**src/ssrc_pkg.sv**
```systemverilog
package ssrc_pkg;

  // Shared serial multiplier operand widths.
  localparam int MUL_AW = 32;
  localparam int MUL_BW = 18;

  // Smoothstep constant 3.0 in Q2.16.
  localparam logic [MUL_BW-1:0] EASE_K = 18'd196608;

  // Input payload layout.
  localparam int S_DATA_W = 56;

  // Operation codes carried on s_tuser.
  localparam logic OP_MOVE = 1'b0;
  localparam logic OP_TICK = 1'b1;

  // Configuration port.
  localparam int CFG_AW = 3;
  localparam int CFG_DW = 16;

  localparam logic [CFG_AW-1:0] REG_PULSE_MIN  = 3'd0;
  localparam logic [CFG_AW-1:0] REG_PULSE_MAX  = 3'd1;
  localparam logic [CFG_AW-1:0] REG_PWM_PERIOD = 3'd2;
  localparam logic [CFG_AW-1:0] REG_RAMP_TIME  = 3'd3;
  localparam logic [CFG_AW-1:0] REG_RAMP_STEP  = 3'd4;
  localparam logic [CFG_AW-1:0] REG_SETTLE     = 3'd5;

endpackage

```
**src/ssrc_smul.sv**
```systemverilog
// Bit-serial shift-add multiplier: one multiplier bit per cycle.
module ssrc_smul import ssrc_pkg::*; #(
  parameter int AW = 32,
  parameter int BW = 18
) (
  input  logic            clk,
  input  logic            rst,
  input  logic            start,
  input  logic [AW-1:0]   a,
  input  logic [BW-1:0]   b,
  output logic [AW+BW-1:0] prod,
  output logic            done
);

  localparam int CW = (BW > 1) ? $clog2(BW) : 1;

  logic [AW-1:0]    a_r;
  logic [AW+BW-1:0] acc;
  logic [CW-1:0]    cnt;
  logic             busy;
  logic [AW:0]      sum;

  assign sum  = {1'b0, acc[AW+BW-1:BW]} + (acc[0] ? {1'b0, a_r} : '0);
  assign prod = acc;

  always_ff @(posedge clk) begin
    if (rst) begin
      busy <= 1'b0;
      done <= 1'b0;
      cnt  <= '0;
    end else begin
      done <= 1'b0;
      if (start) begin
        a_r  <= a;
        acc  <= {{AW{1'b0}}, b};
        cnt  <= CW'(BW - 1);
        busy <= 1'b1;
      end else if (busy) begin
        // The low bits hold the multiplier still to be consumed.
        acc <= {sum, acc[BW-1:1]};
        cnt <= cnt - 1'b1;
        if (cnt == '0) begin
          busy <= 1'b0;
          done <= 1'b1;
        end
      end
    end
  end

endmodule

```
**src/ssrc_sdiv.sv**
```systemverilog
// Restoring divider: one quotient bit per cycle. Expects num < den << QB.
module ssrc_sdiv import ssrc_pkg::*; #(
  parameter int NW = 32,
  parameter int DW = 16,
  parameter int QB = 16
) (
  input  logic          clk,
  input  logic          rst,
  input  logic          start,
  input  logic [NW-1:0] num,
  input  logic [DW-1:0] den,
  output logic [QB-1:0] quo,
  output logic          done
);

  localparam int CW = (QB > 1) ? $clog2(QB) : 1;

  logic [NW-1:0] rem;
  logic [NW-1:0] dsh;
  logic [QB-1:0] q;
  logic [CW-1:0] cnt;
  logic          busy;
  logic          fits;

  assign fits = (rem >= dsh);
  assign quo  = q;

  always_ff @(posedge clk) begin
    if (rst) begin
      busy <= 1'b0;
      done <= 1'b0;
      cnt  <= '0;
    end else begin
      done <= 1'b0;
      if (start) begin
        rem  <= num;
        dsh  <= NW'(den) << (QB - 1);
        q    <= '0;
        cnt  <= CW'(QB - 1);
        busy <= 1'b1;
      end else if (busy) begin
        if (fits) begin
          rem <= rem - dsh;
        end
        q   <= {q[QB-2:0], fits};
        dsh <= dsh >> 1;
        cnt <= cnt - 1'b1;
        if (cnt == '0) begin
          busy <= 1'b0;
          done <= 1'b1;
        end
      end
    end
  end

endmodule

```
**src/servo_smoothstep_ramp_controller_top.sv**
```systemverilog
// Channel     | Handshake          | Payload
// ------------+--------------------+-----------------------------------------------
// input       | s_tvalid/s_tready  | s_tuser = op; s_tdata = time_ms, goal_angle,
//             |                    |   forced
// result      | m_tvalid/m_tready  | m_tdata = duty, duty_written, angle_now,
//             |                    |   angle_goal, moving
// config      | cfg_we             | cfg_addr = register index, cfg_wdata = value
//
// One input transaction is taken at a time and gives exactly one result transaction.
// A tick that samples nothing, or an ignored command, goes from S_DECODE straight back
// to S_IDLE. A duty update takes three passes of the shared bit-serial multiplier and
// one of the serial divider, which is skipped when the duty saturates. A ramp sample
// adds the S_RAMP and S_NEXT states and, while the ramp time has not run out, a pass
// of the ramp divider and three more multiplier passes.
// After the synchronous reset the block works out the duty for 90 degrees and
// accepts no input transaction until then.
// The result sits in an output register; while it is stalled the input side is free
// again, but a next result waits in the block and holds off input until it is taken.
module servo_smoothstep_ramp_controller_top import ssrc_pkg::*; #(
  parameter int ANGLE_FRAC_BITS = 4,
  parameter int DUTY_BITS       = 12
) (
  input  logic                clk,
  input  logic                rst,
  input  logic                cfg_we,
  input  logic [CFG_AW-1:0]   cfg_addr,
  input  logic [CFG_DW-1:0]   cfg_wdata,
  input  logic                s_tvalid,
  output logic                s_tready,
  // s_tdata, low bit up: time_ms[31:0], goal_angle[47:32], forced[48], zeros
  input  logic [S_DATA_W-1:0] s_tdata,
  // s_tuser: op
  input  logic                s_tuser,
  output logic                m_tvalid,
  input  logic                m_tready,
  // m_tdata, low bit up: duty, duty_written, angle_now, angle_goal, moving, zeros
  output logic [((DUTY_BITS + 2*(ANGLE_FRAC_BITS + 8) + 2 + 7) / 8) * 8 - 1:0] m_tdata
);

  // Angles carry ANGLE_FRAC_BITS fraction bits; 180 degrees needs 8 integer bits.
  localparam int AW    = ANGLE_FRAC_BITS + 8;
  localparam int DB    = DUTY_BITS;
  localparam int PW    = 24 + ANGLE_FRAC_BITS;   // pulse or period times A180
  localparam int NWID  = PW + DB + 2;             // rounded duty dividend
  localparam int OUT_W = ((DB + 2*AW + 2 + 7) / 8) * 8;
  localparam logic [AW-1:0] A180 = AW'(180 << ANGLE_FRAC_BITS);
  localparam logic [AW-1:0] A90  = AW'(90 << ANGLE_FRAC_BITS);
  localparam logic [AW-1:0] AEPS = AW'(1 << (ANGLE_FRAC_BITS - 1));
  localparam logic [DB-1:0] DMAX = '1;

  typedef enum logic [12:0] {
    S_IDLE   = 13'b0000000000001,
    S_DECODE = 13'b0000000000010,
    S_RAMP   = 13'b0000000000100,
    S_PDIV   = 13'b0000000001000,
    S_MPP    = 13'b0000000010000,
    S_MEASE  = 13'b0000000100000,
    S_MD     = 13'b0000001000000,
    S_NEXT   = 13'b0000010000000,
    S_MDEN   = 13'b0000100000000,
    S_MLO    = 13'b0001000000000,
    S_MHI    = 13'b0010000000000,
    S_SAT    = 13'b0100000000000,
    S_QDIV   = 13'b1000000000000
  } state_t;

  // S_DONE is folded into S_IDLE handling below would block acceptance, so the
  // final hand-over uses its own flag instead of a separate state.
  state_t state;
  logic   pend;

  // Configuration registers.
  logic [15:0] pulse_min, pulse_max, pwm_period, ramp_time, ramp_step, settle_time;

  // Controller state.
  logic [AW-1:0] cur_angle, tgt_angle, ramp_origin;
  logic [31:0]   command_stamp, last_step_stamp, settle_stamp;
  logic          in_motion, goal_reached, wrote, booting;
  logic [DB-1:0] duty_reg;

  // Captured input transaction.
  logic               op_r, force_r;
  logic [31:0]        now_r;
  logic signed [15:0] goal_r;

  // Working registers.
  logic [15:0]     p_r;
  logic [AW-1:0]   next_r, duty_a;
  logic [PW-1:0]   den_r, lo_r;
  logic [NWID-1:0] num_r;

  // Serial units.
  logic                     mul_start, mul_done;
  logic [MUL_AW-1:0]        mul_a;
  logic [MUL_BW-1:0]        mul_b;
  logic [MUL_AW+MUL_BW-1:0] mul_prod;
  logic                     pdiv_start, pdiv_done;
  logic [15:0]              pdiv_q;
  logic                     qdiv_start, qdiv_done;
  logic [DB-1:0]            qdiv_q;

  // Combinational helpers.
  logic [31:0]     elapsed;
  logic [AW-1:0]   goal_c, goal_dist, ramp_dist, next_dist, final_angle, dval;
  logic            same;
  logic [15:0]     per_eff;
  logic [AW+16:0]  rnd;
  logic [PW:0]     psum;
  logic [PW+DB:0]  numv;
  logic [NWID-1:0] nv;
  logic            sat;

  assign elapsed = now_r - command_stamp;
  assign per_eff = (pwm_period == 16'd0) ? 16'd1 : pwm_period;

  // A negative request clamps to zero, anything past 180 degrees to 180.
  always_comb begin
    if (goal_r[15]) begin
      goal_c = '0;
    end else if ($unsigned(goal_r) > 16'(A180)) begin
      goal_c = A180;
    end else begin
      goal_c = goal_r[AW-1:0];
    end
  end

  assign goal_dist = (goal_c >= tgt_angle) ? goal_c - tgt_angle : tgt_angle - goal_c;
  assign same      = (goal_dist <= AEPS);
  assign ramp_dist = (tgt_angle >= ramp_origin) ? tgt_angle - ramp_origin
                                                : ramp_origin - tgt_angle;
  assign next_dist = (next_r >= tgt_angle) ? next_r - tgt_angle : tgt_angle - next_r;
  assign final_angle = (next_dist <= AEPS) ? tgt_angle : next_r;

  // Ramp offset rounded half away from the start angle.
  assign rnd  = mul_prod[AW+16:0] + (AW+17)'(32768);
  assign dval = rnd[AW+15:16];

  // Duty numerator: (pulse sum * DMAX) * 2 + period * A180.
  assign psum = (PW+1)'(lo_r) + mul_prod[PW:0];
  assign numv = {psum, {DB{1'b0}}} - (PW+DB+1)'(psum);
  assign nv   = {numv, 1'b0} + NWID'(den_r);
  assign sat  = (num_r >= NWID'({den_r, {(DB+1){1'b0}}}));

  assign s_tready = (state == S_IDLE) && !pend && !booting;

  ssrc_smul #(.AW(MUL_AW), .BW(MUL_BW)) u_mul (
    .clk   (clk),
    .rst   (rst),
    .start (mul_start),
    .a     (mul_a),
    .b     (mul_b),
    .prod  (mul_prod),
    .done  (mul_done)
  );

  ssrc_sdiv #(.NW(32), .DW(16), .QB(16)) u_pdiv (
    .clk   (clk),
    .rst   (rst),
    .start (pdiv_start),
    .num   ({elapsed[15:0], 16'h0000}),
    .den   (ramp_time),
    .quo   (pdiv_q),
    .done  (pdiv_done)
  );

  ssrc_sdiv #(.NW(PW + DB + 1), .DW(PW + 1), .QB(DB)) u_qdiv (
    .clk   (clk),
    .rst   (rst),
    .start (qdiv_start),
    .num   (num_r[PW+DB:0]),
    .den   ({den_r, 1'b0}),
    .quo   (qdiv_q),
    .done  (qdiv_done)
  );

  // Configuration writes; an index past the list is dropped.
  always_ff @(posedge clk) begin
    if (rst) begin
      pulse_min   <= 16'd500;
      pulse_max   <= 16'd2500;
      pwm_period  <= 16'd20000;
      ramp_time   <= 16'd1000;
      ramp_step   <= 16'd20;
      settle_time <= 16'd500;
    end else if (cfg_we) begin
      case (cfg_addr)
        REG_PULSE_MIN:  pulse_min   <= cfg_wdata;
        REG_PULSE_MAX:  pulse_max   <= cfg_wdata;
        REG_PWM_PERIOD: pwm_period  <= cfg_wdata;
        REG_RAMP_TIME:  ramp_time   <= cfg_wdata;
        REG_RAMP_STEP:  ramp_step   <= cfg_wdata;
        REG_SETTLE:     settle_time <= cfg_wdata;
        default: ;
      endcase
    end
  end

  always_ff @(posedge clk) begin
    if (rst) begin
      // Reset starts the duty computation for 90 degrees straight away.
      state           <= S_MDEN;
      booting         <= 1'b1;
      pend            <= 1'b0;
      m_tvalid        <= 1'b0;
      cur_angle       <= A90;
      tgt_angle       <= A90;
      ramp_origin     <= A90;
      command_stamp   <= '0;
      last_step_stamp <= '0;
      settle_stamp    <= '0;
      in_motion       <= 1'b0;
      goal_reached    <= 1'b1;
      wrote           <= 1'b0;
      duty_a          <= A90;
      mul_a           <= MUL_AW'(20000);
      mul_b           <= MUL_BW'(A180);
      mul_start       <= 1'b1;
      pdiv_start      <= 1'b0;
      qdiv_start      <= 1'b0;
    end else begin
      mul_start  <= 1'b0;
      pdiv_start <= 1'b0;
      qdiv_start <= 1'b0;

      // Hand the finished result to the output register once it is free.
      if (pend && (!m_tvalid || m_tready)) begin
        m_tdata  <= OUT_W'({in_motion, tgt_angle, cur_angle, wrote, duty_reg});
        m_tvalid <= 1'b1;
        pend     <= 1'b0;
      end else if (m_tvalid && m_tready) begin
        m_tvalid <= 1'b0;
      end

      case (state)
        S_IDLE: begin
          if (s_tvalid && s_tready) begin
            op_r    <= s_tuser;
            now_r   <= s_tdata[31:0];
            goal_r  <= s_tdata[47:32];
            force_r <= s_tdata[48];
            wrote   <= 1'b0;
            state   <= S_DECODE;
          end
        end
        S_DECODE: begin
          state <= S_IDLE;
          pend  <= 1'b1;
          if (op_r == OP_MOVE) begin
            if (!same || force_r) begin
              ramp_origin     <= cur_angle;
              tgt_angle       <= goal_c;
              command_stamp   <= now_r;
              last_step_stamp <= now_r;
              settle_stamp    <= now_r;
              in_motion       <= 1'b1;
              wrote           <= 1'b1;
              pend            <= 1'b0;
              if (same) begin
                // Forced re-apply of an unchanged target jumps straight there.
                goal_reached <= 1'b1;
                cur_angle    <= goal_c;
                duty_a       <= goal_c;
                mul_a        <= MUL_AW'(per_eff);
                mul_b        <= MUL_BW'(A180);
                mul_start    <= 1'b1;
                state        <= S_MDEN;
              end else begin
                goal_reached <= 1'b0;
                state        <= S_RAMP;
              end
            end
          end else if (in_motion) begin
            if (!goal_reached) begin
              if (now_r - last_step_stamp >= 32'(ramp_step)) begin
                wrote <= 1'b1;
                pend  <= 1'b0;
                state <= S_RAMP;
              end
            end else if (now_r - settle_stamp >= 32'(settle_time)) begin
              in_motion <= 1'b0;
            end
          end
        end
        S_RAMP: begin
          if ((ramp_time == 16'd0) || (elapsed >= 32'(ramp_time))) begin
            next_r <= tgt_angle;
            state  <= S_NEXT;
          end else begin
            pdiv_start <= 1'b1;
            state      <= S_PDIV;
          end
        end
        S_PDIV: begin
          if (pdiv_done) begin
            p_r       <= pdiv_q;
            mul_a     <= MUL_AW'(pdiv_q);
            mul_b     <= MUL_BW'(pdiv_q);
            mul_start <= 1'b1;
            state     <= S_MPP;
          end
        end
        S_MPP: begin
          if (mul_done) begin
            mul_a     <= mul_prod[MUL_AW-1:0];
            mul_b     <= EASE_K - {1'b0, p_r, 1'b0};
            mul_start <= 1'b1;
            state     <= S_MEASE;
          end
        end
        S_MEASE: begin
          if (mul_done) begin
            // Eased progress is the product's upper part, Q2.16.
            mul_a     <= MUL_AW'(ramp_dist);
            mul_b     <= mul_prod[MUL_AW+MUL_BW-1:MUL_AW];
            mul_start <= 1'b1;
            state     <= S_MD;
          end
        end
        S_MD: begin
          if (mul_done) begin
            next_r <= (tgt_angle >= ramp_origin) ? ramp_origin + dval : ramp_origin - dval;
            state  <= S_NEXT;
          end
        end
        S_NEXT: begin
          cur_angle       <= final_angle;
          last_step_stamp <= now_r;
          duty_a          <= final_angle;
          if (final_angle == tgt_angle) begin
            goal_reached <= 1'b1;
            settle_stamp <= now_r;
          end
          mul_a     <= MUL_AW'(per_eff);
          mul_b     <= MUL_BW'(A180);
          mul_start <= 1'b1;
          state     <= S_MDEN;
        end
        S_MDEN: begin
          if (mul_done) begin
            den_r     <= mul_prod[PW-1:0];
            mul_a     <= MUL_AW'(pulse_min);
            mul_b     <= MUL_BW'(A180 - duty_a);
            mul_start <= 1'b1;
            state     <= S_MLO;
          end
        end
        S_MLO: begin
          if (mul_done) begin
            lo_r      <= mul_prod[PW-1:0];
            mul_a     <= MUL_AW'(pulse_max);
            mul_b     <= MUL_BW'(duty_a);
            mul_start <= 1'b1;
            state     <= S_MHI;
          end
        end
        S_MHI: begin
          if (mul_done) begin
            num_r <= nv;
            state <= S_SAT;
          end
        end
        S_SAT: begin
          if (sat) begin
            duty_reg <= DMAX;
            state    <= S_IDLE;
            booting  <= 1'b0;
            pend     <= !booting;
          end else begin
            qdiv_start <= 1'b1;
            state      <= S_QDIV;
          end
        end
        S_QDIV: begin
          if (qdiv_done) begin
            duty_reg <= qdiv_q;
            state    <= S_IDLE;
            booting  <= 1'b0;
            pend     <= !booting;
          end
        end
        default: begin
          state <= S_IDLE;
        end
      endcase
    end
  end

  // The output angle and target never leave the 0..180 degree range.
  a_cur_range: assert property (@(posedge clk) disable iff (rst) cur_angle <= A180)
    else $error("current angle beyond 180 degrees");

  a_tgt_range: assert property (@(posedge clk) disable iff (rst) tgt_angle <= A180)
    else $error("target angle beyond 180 degrees");

  // Motion only ends once the target has been reached.
  a_idle_reached: assert property (@(posedge clk) disable iff (rst)
    !in_motion |-> goal_reached)
    else $error("motion stopped short of the target");

  // An accepted transaction is decoded in the very next cycle.
  a_accept_decode: assert property (@(posedge clk) disable iff (rst)
    (s_tvalid && s_tready) |=> (state == S_DECODE))
    else $error("accepted transaction not decoded");

endmodule
```
**config.mk**
```make
export PLATFORM = sky130hd
export DESIGN_NAME = servo_smoothstep_ramp_controller_top
export DESIGN_NICKNAME = d
export VERILOG_FILES = /design/src/ssrc_pkg.sv /design/src/ssrc_smul.sv /design/src/ssrc_sdiv.sv /design/src/servo_smoothstep_ramp_controller_top.sv
export SDC_FILE = /design/constraint.sdc
export NUM_CORES = 2
export LEC_CHECK = 0
export CELL_PAD_IN_SITES_DETAIL_PLACEMENT = 1
export CELL_PAD_IN_SITES_GLOBAL_PLACEMENT = 1
export CORE_MARGIN = 5
export CORE_UTILIZATION = 46
export CTS_CLUSTER_SIZE = 28
export DETAILED_ROUTE_END_ITERATION = 7
export DONT_BUFFER_PORTS = 1
export PLACE_DENSITY_LB_ADDON = 0.25
export SYNTH_ARGS = -nofsm -noshare
export SYNTH_HDL_FRONTEND = slang
export SYNTH_SLANG_ARGS = --single-unit
```
**constraint.sdc**
```tcl
create_clock -name clk -period 5.7 [get_ports clk]
set_input_delay 0.285 -clock clk [delete_from_list [all_inputs] [get_ports clk]]
set_output_delay 0.285 -clock clk [all_outputs]
set_load 0.01 [all_outputs]
```
# --- After elaboration in Yosys (flattened, before gate mapping) ---
# Index checks and enable logic that the tools add are counted.
classes:
  bitwise_logic: 7
  addsub: 23
  n_mux: 129
  order_cmp: 12
  div_mod_pow: 0
  reduce_logical: 67
  n_mul: 0
  eq_ne: 38
  n_shift: 0
ops:
  columns: ["op", "count"]
  rows:
  - ["32-bit 2-to-1 mux", 15]
  - ["32-bit one-hot mux with 7 select lines", 1]
  - ["12-bit 2-to-1 mux", 15]
  - ["13-bit one-hot mux with 13 select lines", 1]
  - ["18-bit 2-to-1 mux", 9]
  - ["13-bit 2-to-1 mux", 11]
  - ["32-bit one-hot mux with 2 select lines", 2]
  - ["18-bit one-hot mux with 7 select lines", 1]
  - ["41-bit 2-to-1 mux", 3]
  - ["32-bit by 16-bit greater-or-equal comparator with 1-bit output", 3]
  - ["32-bit subtractor", 3]
  - ["12-bit subtractor", 7]
  - ["40-bit 2-to-1 mux", 2]
  - ["12-bit one-hot mux with 2 select lines", 3]
  - ["31-bit 2-to-1 mux", 2]
  - ["50-bit 2-to-1 mux", 1]
  - ["1-bit 2-to-1 mux", 44]
  - ["42-bit by 28-bit adder with 42-bit output", 1]
  - ["42-bit by 41-bit greater-or-equal comparator with 1-bit output", 1]
  - ["41-bit by 40-bit greater-or-equal comparator with 1-bit output", 1]
  - ["41-bit by 29-bit subtractor with 41-bit output", 1]
  - ["41-bit by 40-bit subtractor with 41-bit output", 1]
  - ["12-bit greater-or-equal comparator", 3]
  - ["32-bit by 32-bit adder with 33-bit output", 1]
  - ["other kinds (58)", 144]
totals:
  ram_bits: 0
  wordCells: 334
  latch_bits: 0
  ff_bits: 799
  romBits: 0
  mem_count: 0
  inputBits: 81
  output_inout_bits: 42

# --- Logic depth before layout (Yosys ltp) ---
logic_depth:
  word_depth: 11
  mapped_depth: 30
  mapped_depth_nobuf: 29

# --- By module ---
# A second synthesis with hierarchy kept.
hier_totals:
  hier_cells: 5847
  area_unflattened_um2: 52356.5
by_module_without_submodules:
  columns: ["module", "seq_area_each_um2", "n_inst", "area_each_um2", "cells_each"]
  rows:
  - ["servo_smoothstep_ramp_controller_top", 12792.3, 1, 35107.4, 4082]
  - ["ssrc_sdiv (u_qdiv)", 2912.8, 1, 6591.3, 729]
  - ["ssrc_sdiv (u_pdiv)", 2492.4, 1, 5445.2, 565]
  - ["ssrc_smul", 2602.5, 1, 5212.5, 471]

# --- Worst setup path before layout ---
# No wires, ideal clock.
synth_timing:
  path_kind: "reg2reg"
  start: "register u_mul.acc[0], in the netlist u_mul.prod[0]"
  end: "register num_r[41] (data pin)"
  period_less_slack_ps: 5831
  setup_ps: 267
  path_buffers: 0
  t_arrival_ps: 5564
  path_stages_with_launch: 28
  slack_ps: -131
  required_ps: 5433
  cell_sequence: "edfxtp_1 > ha_1 > inv_1 > fa_1 > nor2b_1 > o2111a_1 > o21ai_1 > a211oi_1 > o21ai_0 > a21boi_0 > o21a_1 > o21a_1 > nor3_1 > nor2_1 > inv_1 > ha_1 > a21oi_1 > nor2_1 > nor2_1 > nor2_1 > or2_2 > nor3_1 > o2111ai_1 > o211ai_2 > and4_1 > or4b_4 > nor4b_2 > xor2_1"
synth_between:
  elab_chain_cells: 3
synth_rtl:
  columns: ["element", "line", "source"]
  rows:
  - ["start: declaration", "ssrc_smul.sv:18", "logic [AW+BW-1:0] acc;"]
  - ["start signal: assignment", "ssrc_smul.sv:35", "acc <= {{AW{1'b0}}, b};"]
  - ["start signal: assignment", "ssrc_smul.sv:40", "acc <= {sum, acc[BW-1:1]};"]
  - ["28-bit by 29-bit adder with 29-bit output", "servo_smoothstep_ramp_controller_top.sv:139", "assign psum = (PW+1)'(lo_r) + mul_prod[PW:0];"]
  - ["41-bit by 29-bit subtractor with 41-bit output", "servo_smoothstep_ramp_controller_top.sv:140", "assign numv = {psum, {DB{1'b0}}} - (PW+DB+1)'(psum);"]
  - ["42-bit by 28-bit adder with 42-bit output", "servo_smoothstep_ramp_controller_top.sv:141", "assign nv = {numv, 1'b0} + NWID'(den_r);"]
  - ["via nv[41]", "servo_smoothstep_ramp_controller_top.sv:110", "logic [NWID-1:0] nv;"]
  - ["end signal: assignment", "servo_smoothstep_ramp_controller_top.sv:358", "num_r <= nv;"]
  - ["end: declaration", "servo_smoothstep_ramp_controller_top.sv:90", "logic [NWID-1:0] num_r;"]
# The timed path passes the listed nets, and every way through them passes these cells.
# A chain may end at the register's enable or synchronous reset.

# --- Worst setup path in the final report ---
# Ends and elaborated chain as after synthesis.

==> results.py <==
metrics = {
    "logic_synthesis": {
        "synth_top_area_cell": "edfxtp_1",
        "yosysMostFrequentCell": "nand2_1",
        "yosysTopAreaCellShare": 0.2875,
        "synth_warnings": 0,
        "synthCells": 5515,
        "synth_area_um2": 50130,
        "synth_area_leaders": "edfxtp_1, dfxtp_1, ha_1",
        "synth-seq-cells": 799,
        "synthTopCellsByCount": "nand2_1, a21oi_1, edfxtp_1",
        "synth_edf_count": 480,
        "synth_cell_type_count": 104,
        "syn_avg_cell_area_um2": 9.091,
        "yosysSeqAreaShare": 0.4149,
        "ys.flop_type": "edfxtp_1",
        "async_reset_ff_frac": 0,
    },
    "grt": {
        "grt_util_all_layers": 0.2857,
        "grt_pass1_wl_mm": 263.3,
        "grt_max_degree": 281,
        "antenna_found_initial": 7,
        "grt.overflow.total": 0,
        "grt_pass1_vias": 46080,
    },
    "hold_path": {
        "whs_endpoint": "ramp_origin[11]$_SDFFE_PP0P_",
        "min_delay_path_depth": 2,
        "hold_path.class": "in -> reg",
        "hp-start": "rst",
    },
    "sta": {
        "hold_viol": 0,
        "rsz0062_at_grt": "true",
        "setup_viol": 0,
        "tightest_slew_ns": 1.305,
        "clock_skew_ns": 0.02600,
        "relSlewSlack": 0.1300,
        "layout_worst_path_cycle_share": 0.9814,
        "slew_viol_final": 0,
        "max_freq_mhz": 178.8,
        "period_needed_ns": 5.594,
    },
    "setup_path": {
        "r2r_start": "u_mul.prod[0]$_DFFE_PP_",
        "timing.rr.end": "num_r[41]$_DFFE_PP_",
        "crit_fanout": 4,
        "timing.critical_path.buf_inv": 3,
        "r2r_slack_ns": 0.11,
        "cp.required_ns": 6.14,
        "criticalPathCategory": "reg -> reg",
        "path_delay_family": "compound AO/OA/AOI/OAI gates",
        "r2r_cells": 25,
        "cpPeakStageDelay_ns": 0.53,
        "endpoint_kind": "flip-flop",
        "start_kind": "flip-flop",
        "cp.arrival_ns": 6.03,
        "crit_slowest_cell": "or4b_4",
    },
    "final_layout": {
        "final_cell_area_um2": 59610,
        "finalNetCount": 6437,
        "largest_reg_flops": 50,
        "drive_gt1_frac": 0.1199,
        "synthToLayoutAreaGrowth_pct": 18.90,
        "utilization": 0.5492,
    },
    "place": {
        "placed_area_um2": 53490,
        "io_buffers": 0,
        "globalplace.congestion": 0.9205,
        "hpwl_mm": 123.8,
    },
    "floorplanning": {
        "rows": 121,
        "fp.dieH_um": 340.1,
        "ios": 123,
        "initial_core_util": 0.4619,
        "fp.dieW_um": 340.1,
        "coreArea_um2": 108600,
        "die-area_um2": 115700,
    },
    "outcome": {
        "status": "finished with violations",
        "failed_checks": "design-rule violations",
    },
    "clock_tree": {
        "cts_tree": "yes",
        "clock_sinks": 799,
        "numCtsBuffers": 93,
        "clock_latency_ns": 0.70,
        "ctsHtreeMaxLevel": 3,
        "clk_path_buf_depth": 3,
        "path_clk_slew_ns": 0.06,
        "root_buffer": "clkbuf_16",
    },
    "drt": {
        "drt_wl_total_mm": 175.6,
        "via_per_inst": 5.961,
        "wl_per_cell_um": 23.72,
        "drc": 16,
        "drtIter0Drc": 2921,
        "dr.pass1.iters": 8,
        "vias": 44140,
        "drtAntennaViolNets": 0,
    },
    "flow_run": {
        "drv_cap": 0,
    },
    "power": {
        "p_leak_nw": 23.65,
        "p_per_area_nw_per_um2": 313.9,
        "ir_drop_mv": 0.2195,
    },
}
[metal layers]
metal  part of all wire  vias to the layer above  GRT usage
met2               0.49                     1287     0.5046
met3              0.054                      447    0.03974
met4              0.058                        0     0.1403
met5                  0                        -          0
li1                   -                    20470          -
met1               0.40                    21940     0.3423
[layout make-up]
type                            count  area, µm²
Clock inverter                     39      485.5
Timing Repair Buffer              493       4378
Sequential cell                   799      20810
Antenna cell                        5      12.51
Inverter                          440       1652
Multi-Input combinational cell   4081      27870
Fill cell                       12260      48940
Tap cell                         1414       1769
Clock buffer                      134       2635
[worst max path at each step]
stage | cells past startpoint | to | from
6_report | 25 | num_r[41]$_DFFE_PP_ | u_mul.prod[0]$_DFFE_PP_
2_1_floorplan | 26 | num_r[41]$_DFFE_PP_ | u_mul.prod[17]$_DFFE_PP_
5_1_grt | 27 | num_r[41]$_DFFE_PP_ | u_mul.prod[0]$_DFFE_PP_
4_1_cts | 26 | mul_a[1]$_SDFFE_PP0P_ | goal_r[5]$_DFFE_PP_
3_3_place_gp | 29 | num_r[40]$_DFFE_PP_ | u_mul.prod[0]$_DFFE_PP_
3_5_place_dp | 27 | num_r[40]$_DFFE_PP_ | u_mul.prod[0]$_DFFE_PP_
[repair_timing]
item                                    CTS  global route
gates resized for setup                  44           157
gates cloned                              0             4
pin swaps                                15            81
endpoints found under the hold margin   347            54
setup buffers                            10            36
endpoints found under the setup margin   30           202
hold buffers                            166             2
[cells in the final DEF, fill, tap and decap left out, types with 48 or more instances in the layout]
cell type and n:
a211oi_1 49, nor2_1 366, a21oi_1 454, buf_4 300, nand4_1 50, dfxtp_1 316
o21ai_0 277, nand2_1 699, clkbuf_16 100, mux2i_1 60, xnor2_1 171, nand3_1 114
ha_1 426, nor2b_1 90, nor3_1 106, o21a_1 48, a21o_1 143, and2_1 67
inv_1 432, xor2_1 120, edfxtp_1 480, dlygate4sd3_1 167, nand2b_1 72
[cells by family (layout without fill, tap and decap cells)]
logic type,count (synthesis),after routing,synth area share
flops,799,799,0.4149
compound gates,1421,1421,0.1802
mux,87,87,0.01802
simple gates,1822,1822,0.1715
other cells,1,7,0.00007480
fa+ha+maj,448,448,0.1135
xor+xnor,301,301,0.05386
buf+inv,636,1106,0.04804
[stage by stage]
stage | setup slack (ns) | power, mW | instances | hold slack (ns) | TNS, ns
floorplan | 0.07599 | 9.613 | 5516 | 0.3839 | 0
global placement | -0.1906 | 11.44 | 7013 | 0.3839 | -0.9134
detailed placement | -0.4543 | 11.63 | 7013 | 0.3839 | -4.633
CTS | 0.004303 | 18.13 | 7362 | -0.2279 | 0
global route | -0.1334 | 19.47 | 7401 | 0.003077 | -3.637
finish | 0.1062 | 18.71 | 7405 | 0.08495 | 0
[where the power goes]
group | leakage (nW) | switching (mW) | total [mW] | internal (mW)
Clock | 1.51 | 2.59 | 6.19 | 3.60
Sequential | 6.92 | 0.153 | 6.58 | 6.43
Combinational | 15.2 | 3.28 | 5.94 | 2.66
Total | 23.6 | 6.02 | 18.7 | 12.7
Note: power is estimated with default switching activity, not from simulation.
